$ cat src/design/fifo_with_priority_promotion_defines.svh
// Assertion macros for the queue design files.
// No dependencies; included by files that carry concurrent checks.
`ifndef FIFO_WITH_PRIORITY_PROMOTION_DEFINES_SVH
`define FIFO_WITH_PRIORITY_PROMOTION_DEFINES_SVH

// Same-cycle implication, disabled while reset is high.
`define FWPP_ASSERT_NOW(label, clk, rst, ante, cons, msg) \
   label: assert property (@(posedge clk) disable iff (rst) (ante) |-> (cons)) \
      else $error(msg);

// Next-cycle implication, disabled while reset is high.
`define FWPP_ASSERT_NEXT(label, clk, rst, ante, cons, msg) \
   label: assert property (@(posedge clk) disable iff (rst) (ante) |=> (cons)) \
      else $error(msg);

`endif

$ cat src/design/fwpp_pkg.sv
// Shared constants, codes and types for the priority-promotion queue.
// No dependencies; used by the controller and the top level of the block.
`timescale 1ns / 1ps

package fwpp_pkg;

   // Fixed field widths of the request and response channels.
   localparam int KIND_W   = 2;
   localparam int IDENT_W  = 16;
   localparam int STATUS_W = 2;
   localparam int OCC_W    = 5;

   // Default sizing.
   localparam int DEPTH_DEF   = 16;
   localparam int ID_BITS_DEF = 16;

   // Request kinds.
   localparam logic [KIND_W-1:0] KIND_ENQ    = 2'd0;
   localparam logic [KIND_W-1:0] KIND_DEQ    = 2'd1;
   localparam logic [KIND_W-1:0] KIND_URGENT = 2'd2;

   // Response status codes.
   localparam logic [STATUS_W-1:0] ST_OK    = 2'd0;
   localparam logic [STATUS_W-1:0] ST_EMPTY = 2'd1;
   localparam logic [STATUS_W-1:0] ST_FULL  = 2'd2;

   // One finished response as handed from the controller to the output stage.
   typedef struct packed {
      logic [STATUS_W-1:0] status;
      logic [IDENT_W-1:0]  head_ident;
      logic [OCC_W-1:0]    occupancy;
   } rsp_type;

endpackage

$ cat src/design/fwpp_mem.sv
// Entry store of the queue: one write port, one read port, registered read data.
// Depends on nothing; instantiated by the top level.
`timescale 1ns / 1ps

module fwpp_mem #(
   parameter int DEPTH = 16,
   parameter int WIDTH = 16
) (
   input  logic                     clock,
   input  logic                     wr_en,
   input  logic [$clog2(DEPTH)-1:0] wr_addr,
   input  logic [WIDTH-1:0]         wr_data,
   input  logic                     rd_en,
   input  logic [$clog2(DEPTH)-1:0] rd_addr,
   output logic [WIDTH-1:0]         rd_data
);

   logic [WIDTH-1:0] entries_ff [DEPTH];
   logic [WIDTH-1:0] rd_data_ff;

   // Synchronous write.
   always_ff @(posedge clock) begin
      if (wr_en) begin
         entries_ff[wr_addr] <= wr_data;
      end
   end

   // Synchronous read; the read data is registered.
   always_ff @(posedge clock) begin
      if (rd_en) begin
         rd_data_ff <= entries_ff[rd_addr];
      end
   end

   assign rd_data = rd_data_ff;

endmodule

$ cat src/design/fwpp_ctrl.sv
// Sequencer of the queue: decodes a request, walks the entry store for
// search and gap closing, and keeps head and count. Depends on fwpp_pkg and the defines header.
`timescale 1ns / 1ps
`include "fifo_with_priority_promotion_defines.svh"

module fwpp_ctrl #(
   parameter int DEPTH = 16,
   parameter int IW    = 16
) (
   input  logic                        clock,
   input  logic                        reset,
   input  logic                        req_valid,
   output logic                        req_ready,
   input  logic [fwpp_pkg::KIND_W-1:0] req_kind,
   input  logic [IW-1:0]               req_id,
   input  logic                        slot_free,
   output logic                        done,
   output fwpp_pkg::rsp_type           result,
   output logic                        mem_wr_en,
   output logic [$clog2(DEPTH)-1:0]    mem_wr_addr,
   output logic [IW-1:0]               mem_wr_data,
   output logic                        mem_rd_en,
   output logic [$clog2(DEPTH)-1:0]    mem_rd_addr,
   input  logic [IW-1:0]               mem_rd_data
);

   localparam int AW = $clog2(DEPTH);
   localparam int CW = $clog2(DEPTH + 1);
   localparam int PW = CW + 1;

   localparam logic [2:0] S_IDLE     = 3'd0;
   localparam logic [2:0] S_EXEC     = 3'd1;
   localparam logic [2:0] S_DEQ_WAIT = 3'd2;
   localparam logic [2:0] S_SCAN     = 3'd3;
   localparam logic [2:0] S_SHIFT    = 3'd4;
   localparam logic [2:0] S_PLACE    = 3'd5;
   localparam logic [2:0] S_FINISH   = 3'd6;

   logic [2:0]                    state_ff, state_in;
   logic [fwpp_pkg::KIND_W-1:0]   kind_ff, kind_in;
   logic [IW-1:0]                 id_ff, id_in;
   logic [AW-1:0]                 head_ff, head_in;
   logic [CW-1:0]                 count_ff, count_in;
   logic [AW-1:0]                 pos_ff, pos_in;
   logic [fwpp_pkg::STATUS_W-1:0] status_ff, status_in;
   logic [IW-1:0]                 taken_ff, taken_in;

   logic [PW-1:0] pos_nx;
   logic [PW-1:0] pos_nx2;
   logic [PW-1:0] count_ext;
   logic          is_full;
   logic          is_empty;
   logic [AW-1:0] head_inc;
   logic [AW-1:0] head_dec;

   // Physical slot of a position counted from the head, wrapping at DEPTH.
   function automatic logic [AW-1:0] slot_of(input logic [AW-1:0] head,
                                             input logic [AW-1:0] pos);
      logic [AW:0] sum;
      sum = {1'b0, head} + {1'b0, pos};
      if (sum >= (AW+1)'(DEPTH)) begin
         sum = sum - (AW+1)'(DEPTH);
      end
      return sum[AW-1:0];
   endfunction

   // Helper values for the next-state logic.
   assign pos_nx    = PW'(pos_ff) + PW'(1);
   assign pos_nx2   = PW'(pos_ff) + PW'(2);
   assign count_ext = PW'(count_ff);
   assign is_full   = (count_ff >= CW'(DEPTH));
   assign is_empty  = (count_ff == '0);
   assign head_inc  = (head_ff == AW'(DEPTH - 1)) ? '0 : head_ff + AW'(1);
   assign head_dec  = (head_ff == '0) ? AW'(DEPTH - 1) : head_ff - AW'(1);

   // Next-state and store access logic.
   always_comb begin
      state_in    = state_ff;
      kind_in     = kind_ff;
      id_in       = id_ff;
      head_in     = head_ff;
      count_in    = count_ff;
      pos_in      = pos_ff;
      status_in   = status_ff;
      taken_in    = taken_ff;
      mem_wr_en   = 1'b0;
      mem_wr_addr = '0;
      mem_wr_data = id_ff;
      mem_rd_en   = 1'b0;
      mem_rd_addr = '0;
      done        = 1'b0;

      unique case (state_ff)
         S_IDLE: begin
            if (req_valid) begin
               kind_in   = req_kind;
               id_in     = req_id;
               status_in = fwpp_pkg::ST_OK;
               taken_in  = '0;
               state_in  = S_EXEC;
            end
         end
         S_EXEC: begin
            unique case (kind_ff)
               fwpp_pkg::KIND_ENQ: begin
                  if (is_full) begin
                     status_in = fwpp_pkg::ST_FULL;
                  end else begin
                     mem_wr_en   = 1'b1;
                     mem_wr_addr = slot_of(head_ff, AW'(count_ff));
                     count_in    = count_ff + CW'(1);
                  end
                  state_in = S_FINISH;
               end
               fwpp_pkg::KIND_DEQ: begin
                  if (is_empty) begin
                     status_in = fwpp_pkg::ST_EMPTY;
                     state_in  = S_FINISH;
                  end else begin
                     mem_rd_en   = 1'b1;
                     mem_rd_addr = head_ff;
                     state_in    = S_DEQ_WAIT;
                  end
               end
               fwpp_pkg::KIND_URGENT: begin
                  pos_in = '0;
                  if (is_empty) begin
                     state_in = S_PLACE;
                  end else begin
                     mem_rd_en   = 1'b1;
                     mem_rd_addr = head_ff;
                     state_in    = S_SCAN;
                  end
               end
               default: begin
                  state_in = S_FINISH;
               end
            endcase
         end
         S_DEQ_WAIT: begin
            taken_in = mem_rd_data;
            head_in  = head_inc;
            count_in = count_ff - CW'(1);
            state_in = S_FINISH;
         end
         S_SCAN: begin
            // Compare the entry read last cycle; fetch the next one meanwhile.
            if (mem_rd_data == id_ff) begin
               if (pos_nx < count_ext) begin
                  mem_rd_en   = 1'b1;
                  mem_rd_addr = slot_of(head_ff, AW'(pos_nx));
                  state_in    = S_SHIFT;
               end else begin
                  count_in = count_ff - CW'(1);
                  state_in = S_PLACE;
               end
            end else if (pos_nx < count_ext) begin
               pos_in      = AW'(pos_nx);
               mem_rd_en   = 1'b1;
               mem_rd_addr = slot_of(head_ff, AW'(pos_nx));
            end else begin
               state_in = S_PLACE;
            end
         end
         S_SHIFT: begin
            // Move the entry behind the gap forward by one position.
            mem_wr_en   = 1'b1;
            mem_wr_addr = slot_of(head_ff, pos_ff);
            mem_wr_data = mem_rd_data;
            if (pos_nx2 < count_ext) begin
               pos_in      = AW'(pos_nx);
               mem_rd_en   = 1'b1;
               mem_rd_addr = slot_of(head_ff, AW'(pos_nx2));
            end else begin
               count_in = count_ff - CW'(1);
               state_in = S_PLACE;
            end
         end
         S_PLACE: begin
            if (is_full) begin
               status_in = fwpp_pkg::ST_FULL;
            end else begin
               head_in     = head_dec;
               mem_wr_en   = 1'b1;
               mem_wr_addr = head_dec;
               count_in    = count_ff + CW'(1);
            end
            state_in = S_FINISH;
         end
         S_FINISH: begin
            if (slot_free) begin
               done     = 1'b1;
               state_in = S_IDLE;
            end
         end
         default: begin
            state_in = S_IDLE;
         end
      endcase
   end

   // Control registers.
   always_ff @(posedge clock) begin
      if (reset) begin
         state_ff <= S_IDLE;
         head_ff  <= '0;
         count_ff <= '0;
      end else begin
         state_ff <= state_in;
         head_ff  <= head_in;
         count_ff <= count_in;
      end
   end

   // Working registers of the current request.
   always_ff @(posedge clock) begin
      kind_ff   <= kind_in;
      id_ff     <= id_in;
      pos_ff    <= pos_in;
      status_ff <= status_in;
      taken_ff  <= taken_in;
   end

   assign req_ready         = (state_ff == S_IDLE);
   assign result.status     = status_ff;
   assign result.head_ident = fwpp_pkg::IDENT_W'(taken_ff);
   assign result.occupancy  = fwpp_pkg::OCC_W'(count_ff);

   // The count never exceeds the capacity.
   `FWPP_ASSERT_NOW(a_count_bound, clock, reset, 1'b1, count_ff <= CW'(DEPTH), "count over depth")
   // A write and a read never touch the same entry in one cycle.
   `FWPP_ASSERT_NOW(a_no_rw_clash, clock, reset, mem_wr_en && mem_rd_en, mem_wr_addr != mem_rd_addr, "read and write to same entry")
   // A response is only handed over when the output stage can take it.
   `FWPP_ASSERT_NOW(a_done_free, clock, reset, done, slot_free && state_ff == S_FINISH, "response issued while output busy")
   // An accepted request always starts execution.
   `FWPP_ASSERT_NEXT(a_accept_exec, clock, reset, req_valid && req_ready, state_ff == S_EXEC, "accepted request not executed")

endmodule

$ cat src/design/fifo_with_priority_promotion.sv
// Top level of the bounded request queue with urgent move-to-front insert.
// Depends on fwpp_pkg, fwpp_mem and fwpp_ctrl.
//
//   Channel  Handshake              Payload
//   req_     req_valid/req_ready    req_kind, req_ident
//   rsp_     rsp_valid/rsp_ready    rsp_status, rsp_head_ident, rsp_occupancy
//
// Enqueue and unused kinds go from acceptance through execute to finish;
// dequeue also waits for its read data, and an urgent insert walks the
// held entries: the search and the gap closing share one pass over the
// store, one entry a cycle through its single read port.
// Reset empties the queue at once; the store needs no clearing pass.
// A new request is accepted while a finished response waits in the output
// register; a stalled response holds the sequencer only at its final step.
`timescale 1ns / 1ps

module fifo_with_priority_promotion #(
   parameter int DEPTH   = fwpp_pkg::DEPTH_DEF,
   parameter int ID_BITS = fwpp_pkg::ID_BITS_DEF
) (
   input  logic                          clock,
   input  logic                          reset,
   input  logic                          req_valid,
   output logic                          req_ready,
   input  logic [fwpp_pkg::KIND_W-1:0]   req_kind,
   input  logic [fwpp_pkg::IDENT_W-1:0]  req_ident,
   output logic                          rsp_valid,
   input  logic                          rsp_ready,
   output logic [fwpp_pkg::STATUS_W-1:0] rsp_status,
   output logic [fwpp_pkg::IDENT_W-1:0]  rsp_head_ident,
   output logic [fwpp_pkg::OCC_W-1:0]    rsp_occupancy
);

   // Stored identifier width: the port carries at most IDENT_W bits.
   localparam int IW = (ID_BITS < fwpp_pkg::IDENT_W) ? ID_BITS : fwpp_pkg::IDENT_W;
   localparam int AW = $clog2(DEPTH);

   logic                 slot_free;
   logic                 done;
   fwpp_pkg::rsp_type    result;
   logic                 mem_wr_en;
   logic [AW-1:0]        mem_wr_addr;
   logic [IW-1:0]        mem_wr_data;
   logic                 mem_rd_en;
   logic [AW-1:0]        mem_rd_addr;
   logic [IW-1:0]        mem_rd_data;

   logic                 rsp_valid_ff, rsp_valid_in;
   fwpp_pkg::rsp_type    rsp_data_ff, rsp_data_in;

   fwpp_ctrl #(
      .DEPTH (DEPTH),
      .IW    (IW)
   ) u_ctrl (
      .clock       (clock),
      .reset       (reset),
      .req_valid   (req_valid),
      .req_ready   (req_ready),
      .req_kind    (req_kind),
      .req_id      (req_ident[IW-1:0]),
      .slot_free   (slot_free),
      .done        (done),
      .result      (result),
      .mem_wr_en   (mem_wr_en),
      .mem_wr_addr (mem_wr_addr),
      .mem_wr_data (mem_wr_data),
      .mem_rd_en   (mem_rd_en),
      .mem_rd_addr (mem_rd_addr),
      .mem_rd_data (mem_rd_data)
   );

   fwpp_mem #(
      .DEPTH (DEPTH),
      .WIDTH (IW)
   ) u_mem (
      .clock   (clock),
      .wr_en   (mem_wr_en),
      .wr_addr (mem_wr_addr),
      .wr_data (mem_wr_data),
      .rd_en   (mem_rd_en),
      .rd_addr (mem_rd_addr),
      .rd_data (mem_rd_data)
   );

   // Output register: loads a finished response, clears when it is taken.
   assign slot_free = !rsp_valid_ff || rsp_ready;

   always_comb begin
      rsp_valid_in = rsp_valid_ff;
      rsp_data_in  = rsp_data_ff;
      if (done) begin
         rsp_valid_in = 1'b1;
         rsp_data_in  = result;
      end else if (rsp_ready) begin
         rsp_valid_in = 1'b0;
      end
   end

   always_ff @(posedge clock) begin
      if (reset) begin
         rsp_valid_ff <= 1'b0;
      end else begin
         rsp_valid_ff <= rsp_valid_in;
      end
   end

   always_ff @(posedge clock) begin
      rsp_data_ff <= rsp_data_in;
   end

   assign rsp_valid      = rsp_valid_ff;
   assign rsp_status     = rsp_data_ff.status;
   assign rsp_head_ident = rsp_data_ff.head_ident;
   assign rsp_occupancy  = rsp_data_ff.occupancy;

endmodule

$ cat config.mk
export PLATFORM = sky130hd
export DESIGN_NAME = fifo_with_priority_promotion
export DESIGN_NICKNAME = d
export VERILOG_FILES = /design/src/design/fwpp_pkg.sv /design/src/design/fwpp_mem.sv /design/src/design/fwpp_ctrl.sv /design/src/design/fifo_with_priority_promotion.sv
export VERILOG_INCLUDE_DIRS = /design/src /design/src/design
export SDC_FILE = /design/constraint.sdc
export NUM_CORES = 1
export LEC_CHECK = 0
export ABC_AREA = 1
export BUFFER_PORTS_ARGS = -buffer_cell sky130_fd_sc_hd__clkbuf_2
export CAP_MARGIN = 30
export CELL_PAD_IN_SITES_DETAIL_PLACEMENT = 1
export CELL_PAD_IN_SITES_GLOBAL_PLACEMENT = 2
export CORE_UTILIZATION = 37
export DETAILED_ROUTE_END_ITERATION = 8
export PLACE_DENSITY = 0.83
export SYNTH_ARGS = -nofsm -noshare
export SYNTH_HDL_FRONTEND = slang
export SYNTH_HIERARCHICAL = 1
export SYNTH_SLANG_ARGS = --single-unit
$ cat constraint.sdc
create_clock -name clock -period 2.8 [get_ports clock]
set_clock_uncertainty 0.15 [all_clocks]
set_input_delay 0.42 -clock clock [delete_from_list [all_inputs] [get_ports clock]]
set_output_delay 0.42 -clock clock [all_outputs]
set_load 0.005 [all_outputs]
==> results of run 1 <==
-- layout make-up --
| cell class | count | area, sq um | area share [%] |
|---|---|---|---|
| Clock buffer | 48 | 1010 | 4.69 |
| Clock inverter | 22 | 166 | 0.773 |
| Inverter | 287 | 1100 | 5.12 |
| Multi-Input combinational cell | 901 | 5250 | 24.4 |
| Sequential cell | 348 | 10300 | 48.0 |
| Tap cell | 585 | 732 | 3.40 |
| Timing Repair Buffer | 245 | 2930 | 13.6 |
-- per-layer routing --
metal  up-vias  global-route usage, %  routed length, um
met3       138                   4.52               3720
met1      6202                   28.7              21900
met4         0                   7.22               2420
met2       496                   39.6              27000
met5         -                      0                  0
li1       5661                      -                  -
-- placed cells by master, fill, tap and decap left out, types with 4 or more instances in the layout --
| master | Yosys | routed |
|---|---|---|
| clkinv_2 | 1 | 5 |
| o21ai_0 | 25 | 23 |
| inv_4 | 2 | 4 |
| clkbuf_1 | 13 | 9 |
| nand3_2 | 2 | 53 |
| dfxtp_1 | 13 | 12 |
| nand3_1 | 212 | 158 |
| o211ai_1 | 5 | 5 |
| a21oi_2 | 2 | 5 |
| inv_1 | 276 | 270 |
| o21bai_1 | 4 | 4 |
| nand2_4 | 1 | 15 |
| dlygate4sd3_1 | 0 | 19 |
| nand2_2 | 2 | 59 |
| clkbuf_2 | 0 | 46 |
| buf_6 | 4 | 25 |
| nor2_1 | 70 | 48 |
| xor2_1 | 9 | 8 |
| ha_4 | 0 | 5 |
| nor2_4 | 3 | 22 |
| edfxtp_1 | 335 | 335 |
| buf_12 | 0 | 38 |
| clkinv_1 | 0 | 11 |
| nor2_2 | 3 | 6 |
| nand3_4 | 2 | 5 |
| ha_1 | 30 | 23 |
| nand3b_1 | 4 | 4 |
| clkbuf_16 | 0 | 62 |
| buf_4 | 19 | 82 |
| buf_8 | 0 | 4 |
| xnor2_1 | 5 | 5 |
| nand2_1 | 472 | 401 |
| inv_2 | 8 | 11 |
| a21oi_1 | 20 | 16 |
| buf_16 | 0 | 8 |
-- through the flow --
stage / power (mW) / instance area (sq um) / TNS (ns)
2_1_floorplan: 11.0 / 16200 / -28.00
3_3_place_gp: 13.3 / 18100 / -41.26
3_5_place_dp: 13.5 / 18100 / -66.21
4_1_cts: 19.0 / 20300 / -46.75
5_1_grt: 21.2 / 21500 / -86.46
6_report: 20.3 / 21500 / -49.13
-- where the power goes --
part	switching, mW	leakage (nW)	internal (mW)
sequential	0.396	3.16	6.97
combinational	4.94	5.41	3.16
clock	2.17	0.575	2.69
total	7.50	9.14	12.8
-- path summary, 6_finish.rpt --
path	slack [ns]	cells past startpoint	to
max	-0.47	23	u_mem/rd_data[14]
min	0.04	2	rsp_valid
max reg2reg	-0.47	23	u_mem/rd_data[14]
min reg2reg	0.27	0	rsp_head_ident[1]
-- logic make-up (layout without fill, tap and decap cells) --
family,after synthesis,after routing,synth area share (%)
AO/OA/AOI/OAI,74,74,2.77
XOR/XNOR,14,14,0.761
adder cells (fa/ha/maj),35,35,2.95
AND/OR/NAND/NOR,778,778,20.6
flip-flops,348,348,64.0
buffers and inverters,345,602,8.86
-- sequential cells by signal, summed over array words and instances, names as in the netlist, 2 cells and up --
register / flops
rsp_status: 2
u_ctrl/kind_ff: 2
u_ctrl/pos_ff: 4
u_mem/rd_data: 16
rsp_head_ident: 16
u_mem/entries_ff: 256
u_ctrl/status_ff: 2
rsp_occupancy: 5
u_ctrl/head_ff: 4
u_ctrl/count_ff: 5
u_ctrl/id_ff: 16
u_ctrl/taken_ff: 16
u_ctrl/state_ff: 3
-- what timing repair did --
action                     in CTS  in global routing
setup endpoints to repair     272                277
gates cloned                   13                 21
resized for setup              91                180
hold endpoints to repair       19                  0
buffers inserted               24                 22
hold buffers                   19                  0
pin swaps                      20                 72
==> impl_metrics.ini, run 1 <==
[finish]
num_antenna_cells = 0
final_layout_size_suffix_gt1_share_pct = 26.0
final_util_pct = 50.1
n_fill_cell = 4609
area_growth_pct = 33.5
stdcell_count = 2436
layout.nets = 1879

[timing]
period_needed_ns = 3.27
fmax_ghz = 0.306
worst_slew_pin_slew_ns = 0.659
drv_slew = 0
final-hold-violation-count = 0
setup_viol = 276
post-route-period-util_pct = 117
relSlewSlack_pct = 56.0
rsz0062_at_grt = true
finalHoldWorstSlack_ns = 0.0426
worst_slack_ns = -0.466

[yosys]
yosysMostFrequentCell = nand2_1
synth_fp_nets = 1651
synth_cells = 1594
synth_edf_count = 335
yosysTopAreaCell = edfxtp_1
synthTopCellsByArea = edfxtp_1 62%, nand2_1 11%, nand3_1 6.6%, inv_1 6.4%, ha_1 2.3%
syn_avg_cell_area_sq_um = 10.1
synth-seq-cells = 348
yosysSeqAreaShare_pct = 64.0
synthArstFlopShare_pct = 0
synthFlopType = edfxtp_1
yosysUniqueCellTypes = 43
synthTopCellsByCount = 472 x nand2_1, 335 x edfxtp_1, 276 x inv_1, 212 x nand3_1, 70 x nor2_1
synth_area_sq_um = 16100
yosysWarningCount = 6
synth.top_cell.area_share_pct = 62.4

[worst_setup_path]
crit_fanout = 7
r2r_start = u_ctrl/pos_ff[1]
cp_common_cell = nand2_2
cp_cell_sequence = ha_4, nand2_2, nand2_2, nand2_2, inv_1, ha_1, nand2_2, nor2_2, nand2_2, nand4_4, inv_2, nand2_2, o221ai_4, buf_12, clkinv_8, buf_8, buf_12, buf_4, nand2_1, nand3_1, nand3_1, nand3_2, nand2_1
crit_required_ns = 2.98
cp-start-kind = flip-flop
cp_slowest_cell = edfxtp_1
arrival_ns = 3.45
critical_path_buf_inv_count = 7
crit_family = simple AND/OR/NAND/NOR gates
max_stage_delay_ns = 0.48
crit_type = reg -> reg
cp-startpoint = u_ctrl/pos_ff[1]
crit_path_end_kind = flip-flop

[route]
drc = 0
ant_nets = 0
route.final.wire_length_mm = 55.1
vias = 12497
drtIter0Drc = 969
wire_per_inst_um = 22.6
dr.pass1.iters = 5
via_per_inst = 5.13

[global_routing]
grt.total_usage_pct = 22.9
grt_max_degree = 39
grt_pass1_wl_mm = 75.2
overflow = 0
antenna_found_initial = 1
first_global_vias = 12621

[clocking]
clock_latency_ns = 0.58
clk_pin_slew_worst_paths_ns = 0.06
numCtsBuffers = 39
cts.sinks = 348
cts_tree = yes
cts_max_level = 2
cts_buffer_depth = 3
clock-root-buffer = clkbuf_16

[min_path]
hp-class = in -> reg
holdCritStartpoint = reset

[placement]
dp_slack_ns = -0.390
routabilityCongestion = 0.828
port_buffers = 46
hpwl_mm = 28.8
placed_cells = 2280

[floorplanning]
die_y_um = 211
core_area_sq_um = 43000
die_w_um = 211
initial_utilization_pct = 37.5
ioPinCount = 47
num_rows = 76
die-area_sq_um = 44400

[status]
violations = setup timing
status = complete, but fails checks

[power]
p_leak_nw = 9.14
ir_drop_mv = 0.394
power_density_nw_per_um2 = 944

[flow_run]
cap_viol_max_count = 0
(Power assumes the default switching activity.)
==> run 2: changes to the inputs <==
CORE_UTILIZATION = 42   (was 37)
PLACE_DENSITY = 0.89   (was 0.83)
clock period = 3.85 ns   (was 2.8 ns; I/O delays follow)
==> impl_metrics.ini, run 2 (synthesis results as in run 1) <==
[finish]
largest-register = u_mem/entries_ff
layout.nets = 1736
layout_common_cells = 472 x nand2_1, 335 x edfxtp_1, 276 x inv_1
area_growth_pct = 15.1
final_util_pct = 49.1
largest_reg_flops = 256
final_layout_size_suffix_gt1_share_pct = 11.7
final_common_cell = nand2_1
num_antenna_cells = 0

[global_routing]
first_global_vias = 12108
grt.total_usage_pct = 23.3
grt_pass1_wl_mm = 68.1
grt_max_degree = 92
antenna_found_initial = 0
overflow = 0

[route]
drc = 0
drtIter0Drc = 738
dr.pass1.iters = 5
vias = 11516
ant_nets = 0
via_per_inst = 5.19
route.final.wire_length_mm = 45.4
wire_per_inst_um = 20.5

[clocking]
cts_max_level = 2
cts_tree = yes
cts.sinks = 348
clock-root-buffer = clkbuf_16
cts_buffer_depth = 3
numCtsBuffers = 39
clk_pin_slew_worst_paths_ns = 0.06
holdBufCountCts = 0
clock_latency_ns = 0.56

[power]
ir_drop_mv = 0.303
p_sw_mw = 4.66
p_leak_nw = 7.96
power_frac_comb_pct = 31.6
swShare_pct = 35.9
pwr-share-clk_pct = 26.9
power_density_nw_per_um2 = 699
pwr-share-seq_pct = 41.5
internal-power_mw = 8.31

[worst_setup_path]
cp-start-kind = flip-flop
max_stage_delay_ns = 0.52
arrival_ns = 3.77
cp_common_cell = nand2_1
crit_fanout = 21
reg2reg_depth = 20
cp_cell_sequence = ha_1, nand2_1, inv_1, nor2_1, ha_1, nand2_1, nand2_1, nand2_1, nand4_4, inv_1, nand2_1, o221ai_4, inv_4, clkbuf_16, nand2_1, nand2_1, nand2_1, nand3_1, nand3_1, nand2_1
crit_type = reg -> reg
crit_required_ns = 4.01
crit_path_end_kind = flip-flop
cp_slowest_cell = edfxtp_1

[floorplanning]
ioPinCount = 47
core_area_sq_um = 37800
die_y_um = 198
die-area_sq_um = 39200
die_w_um = 198
initial_utilization_pct = 42.7
num_rows = 71

[timing]
setup_viol = 0
finalHoldWorstSlack_ns = 0.0497
fmax_ghz = 0.277
final-hold-violation-count = 0
rsz0062_at_grt = false
worst_slack_ns = 0.239
post-route-period-util_pct = 93.8
relSlewSlack_pct = 58.6
drv_slew = 0
finalSetupTns_ns = 0
worst_slew_pin_slew_ns = 0.621
period_needed_ns = 3.61

[min_path]
hp-class = in -> reg
hold_depth = 1

[placement]
port_buffers = 46
routabilityCongestion = 0.847
hpwl_mm = 27.8
dp_slack_ns = 0.109

[flow_run]
cap_viol_max_count = 0

[status]
status = finished, final reports clean
run 2: layout make-up:
type                            instances  area (sq um)
Fill cell                            4156         19200
Sequential cell                       348         10300
Multi-Input combinational cell        901          4470
Inverter                              287          1090
Clock buffer                           46          1000
Timing Repair Buffer                  102           860
Tap cell                              511           639
Clock inverter                         22           168
run 2: critical path, delay by kind of cell, from the launching register on:
family | cells | cell delay, ns
AOI/OAI and AO/OA | 1 | 0.16
adders and majority gates | 2 | 0.57
buffers and inverters | 4 | 0.65
DFF | 1 | 0.52
and+or+nand+nor | 13 | 1.28
run 2: per-layer routing:
layer | GRT usage [%] | vias to the layer above | wire length (um)
met5 | 0 | - | 0
met4 | 8.56 | 0 | 1220
met3 | 3.87 | 89 | 2920
met2 | 40.8 | 353 | 22500
met1 | 29.0 | 5722 | 18800
li1 | - | 5352 | -
run 2: stage by stage:
step	cell area, sq um	std cells	total power [mW]
after global routing	18500	2217	13.6
final	18500	2217	13.0
after floorplan	16100	1594	7.93
after detailed placement	17300	2144	9.43
after CTS	18400	2212	13.0
after global placement	17300	2144	9.22
run 2: timing repair:
item | CTS | global route
setup buffers | 0 | 2
endpoints found under the hold margin | 0 | 0
resized for setup | 0 | 7
endpoints found under the setup margin | 0 | 16
run 2: power by group through the flow:
| stage | Clock, mW | Sequential [mW] | Combinational, mW |
|---|---|---|---|
| floorplan | 0 | 5.32 | 2.62 |
| global placement | 0 | 5.42 | 3.80 |
| detailed placement | 0 | 5.45 | 3.98 |
| CTS | 3.56 | 5.38 | 4.01 |
| global route | 3.68 | 5.42 | 4.54 |
| finish | 3.49 | 5.38 | 4.10 |
run 2: worst paths after layout:
kind,from,end,slack [ns]
min reg2reg,u_ctrl/taken_ff[10],rsp_head_ident[10],0.27
max reg2reg,u_ctrl/pos_ff[0],u_mem/rd_data[10],0.24
max,u_ctrl/pos_ff[0],u_mem/rd_data[10],0.24
min,req_ident[6],u_ctrl/id_ff[6],0.05
==> run 3: changes to the inputs <==
CTS_CLUSTER_DIAMETER = 30   (was not set)
PLACE_DENSITY = 0.88   (was 0.89)
SYNTH_HIERARCHICAL = not set   (was 1)
==> impl_metrics.ini, run 3 <==
[power]
p_leak_nw = 8.70
ir_drop_mv = 0.299
power_density_nw_per_um2 = 812
total_power_mw = 16.5

[yosys]
synth_area_sq_um = 16500
synthTopCellsByArea = edfxtp_1 61%, nand3_1 7.4%, inv_1 7.3%, nand2_1 5.4%, nand4_1 5.2%
synth_cells = 1600
yosysUniqueCellTypes = 38
synth.top_cell.area_share_pct = 61.1
yosysWarningCount = 0
yosysMostFrequentCell = edfxtp_1
synthTopCellsByCount = 335 x edfxtp_1, 321 x inv_1, 243 x nand3_1, 239 x nand2_1, 137 x nand4_1
yosysTopAreaCell = edfxtp_1
synth_fp_nets = 1657
synth-seq-cells = 348
yosysSeqAreaShare_pct = 62.6
synth_edf_count = 335
syn_avg_cell_area_sq_um = 10.3
synthFlopType = edfxtp_1
synthArstFlopShare_pct = 0

[finish]
final_common_cell = edfxtp_1
layout.nets = 1770
largest-register = u_mem.entries_ff
layout_common_cells = 335 x edfxtp_1, 321 x inv_1, 240 x nand3_1
area_growth_pct = 23.3
n_fill_cell = 4146
final_layout_size_suffix_gt1_share_pct = 15.9
largest_reg_flops = 256
num_antenna_cells = 0

[worst_setup_path]
crit_type = reg -> reg
crit_required_ns = 4.03
arrival_ns = 3.75
cp-start-kind = flip-flop
crit_path_end_kind = flip-flop
crit_fanout = 32

[floorplanning]
die_w_um = 200
num_rows = 72
initial_utilization_pct = 42.6
die-area_sq_um = 40000
core_area_sq_um = 38600
die_y_um = 200
ioPinCount = 47

[status]
status = finished, final reports clean

[placement]
port_buffers = 46
hpwl_mm = 28.3
routabilityCongestion = 0.857

[timing]
relSlewSlack_pct = 52.3
worst_slew_pin_slew_ns = 0.714
post-route-period-util_pct = 92.7
final-hold-violation-count = 0
setup_viol = 0
drv_slew = 0
fmax_ghz = 0.280
finalHoldWorstSlack_ns = 0.0181
rsz0062_at_grt = false
period_needed_ns = 3.57
finalSetupTns_ns = 0

[route]
wire_per_inst_um = 22.4
route.final.wire_length_mm = 51.4
ant_nets = 0
drc = 0
drtIter0Drc = 1024
vias = 12634
via_per_inst = 5.50
dr.pass1.iters = 5

[flow_run]
cap_viol_max_count = 0

[clocking]
cts_setup_buffers = 0
cts_buffer_depth = 3
cts_tree = yes
cts_max_level = 3
clock-root-buffer = clkbuf_16
cts.sinks = 348
clk_pin_slew_worst_paths_ns = 0.05
numCtsBuffers = 80
clock_latency_ns = 0.60

[global_routing]
use_met1_pct = 31.4
overflow = 0
grt-busiest-layer = met2
use_met3_pct = 5.14
antenna_found_initial = 1
grt_pass1_wl_mm = 76.3
grt_max_degree = 103
grt.total_usage_pct = 25.9
grtUsageMet2_pct = 43.8
first_global_vias = 13137

[min_path]
hp-class = in -> reg
-- run 3: cell count changes after synthesis, sizes merged, moves of 5 or more --
cell / before / now
o221ai: 5 / 0
inv: 286 / 328
xnor2: 5 / 21
nor3: 2 / 7
nand4: 4 / 137
buf: 45 / 67
nand2: 475 / 240
nand3: 216 / 247
-- run 3: cell families after synthesis --
family          count (synthesis)  synth area share (%)
simple gates                  714                  20.7
xor+xnor                       28                  1.49
buf+inv                       411                  10.1
compound gates                 64                  2.21
fa+ha+maj                      35                  2.89
flops                         348                  62.6
-- run 3: final timing paths --
kind                       start            endpoint  slack (ns)  cells past startpoint
max             u_ctrl.pos_ff[1]    u_mem.rd_data[7]        0.28                     18
min                 req_ident[2]     u_ctrl.id_ff[2]        0.02                      1
max reg2reg     u_ctrl.pos_ff[1]    u_mem.rd_data[7]        0.28                     18
min reg2reg  u_ctrl.taken_ff[15]  rsp_head_ident[15]        0.25                      0
-- run 3: where the power goes --
part           switching, mW  total (mW)  internal [mW]
Sequential             0.355        5.56           5.20
Combinational           2.98        4.36           1.38
Clock                   2.30        6.58           4.28
-- run 3: layer usage --
layer | wire [um] | share of wire (%) | vias up
met3 | 3340 | 6.5 | 134
li1 | - | - | 5696
met4 | 2000 | 3.9 | 0
met2 | 25300 | 49 | 484
met5 | 0 | 0 | -
met1 | 20800 | 40 | 6320
-- run 3: metrics by stage --
step           util [%]  cells  area [sq um]  setup slack, ns
6_report           52.6   2297         20300            0.283
5_1_grt            52.6   2297         20300           0.0512
4_1_cts            52.5   2296         20300            0.241
3_5_place_dp       45.5   2141         17600            0.250
3_3_place_gp       45.5   2141         17600            0.387
2_1_floorplan         -   1600         16500            0.323
-- run 3: final cells by class --
| class | instances | area (sq um) | share of cell area, % |
|---|---|---|---|
| Sequential cell | 348 | 10300 | 50.8 |
| Clock buffer | 84 | 2040 | 10.0 |
| Multi-Input combinational cell | 841 | 4570 | 22.5 |
| Timing Repair Buffer | 114 | 925 | 4.55 |
| Clock inverter | 64 | 587 | 2.89 |
| Tap cell | 518 | 648 | 3.19 |
| Inverter | 328 | 1230 | 6.07 |
-- run 3: what timing repair did --
| action | 4_1_cts | 5_1_grt |
|---|---|---|
| hold buffers | 7 | 0 |
| hold endpoints to repair | 7 | 0 |
| endpoints found under the setup margin | 0 | 4 |
| resized for setup | 0 | 5 |
-- run 3: worst max-delay path, cell delays in order (launching register included) --
cell	delay (ns)
edfxtp_1	0.47
ha_1	0.28
nor2_1	0.14
a21oi_1	0.05
o21ai_0	0.15
inv_1	0.11
ha_1	0.31
nand2_1	0.06
nor2_1	0.12
nand2_1	0.14
nand3_1	0.15
inv_1	0.07
nand2_1	0.07
nand3_2	0.20
inv_1	0.18
buf_12	0.23
nand3_1	0.13
nand3_1	0.15
nand2_1	0.11
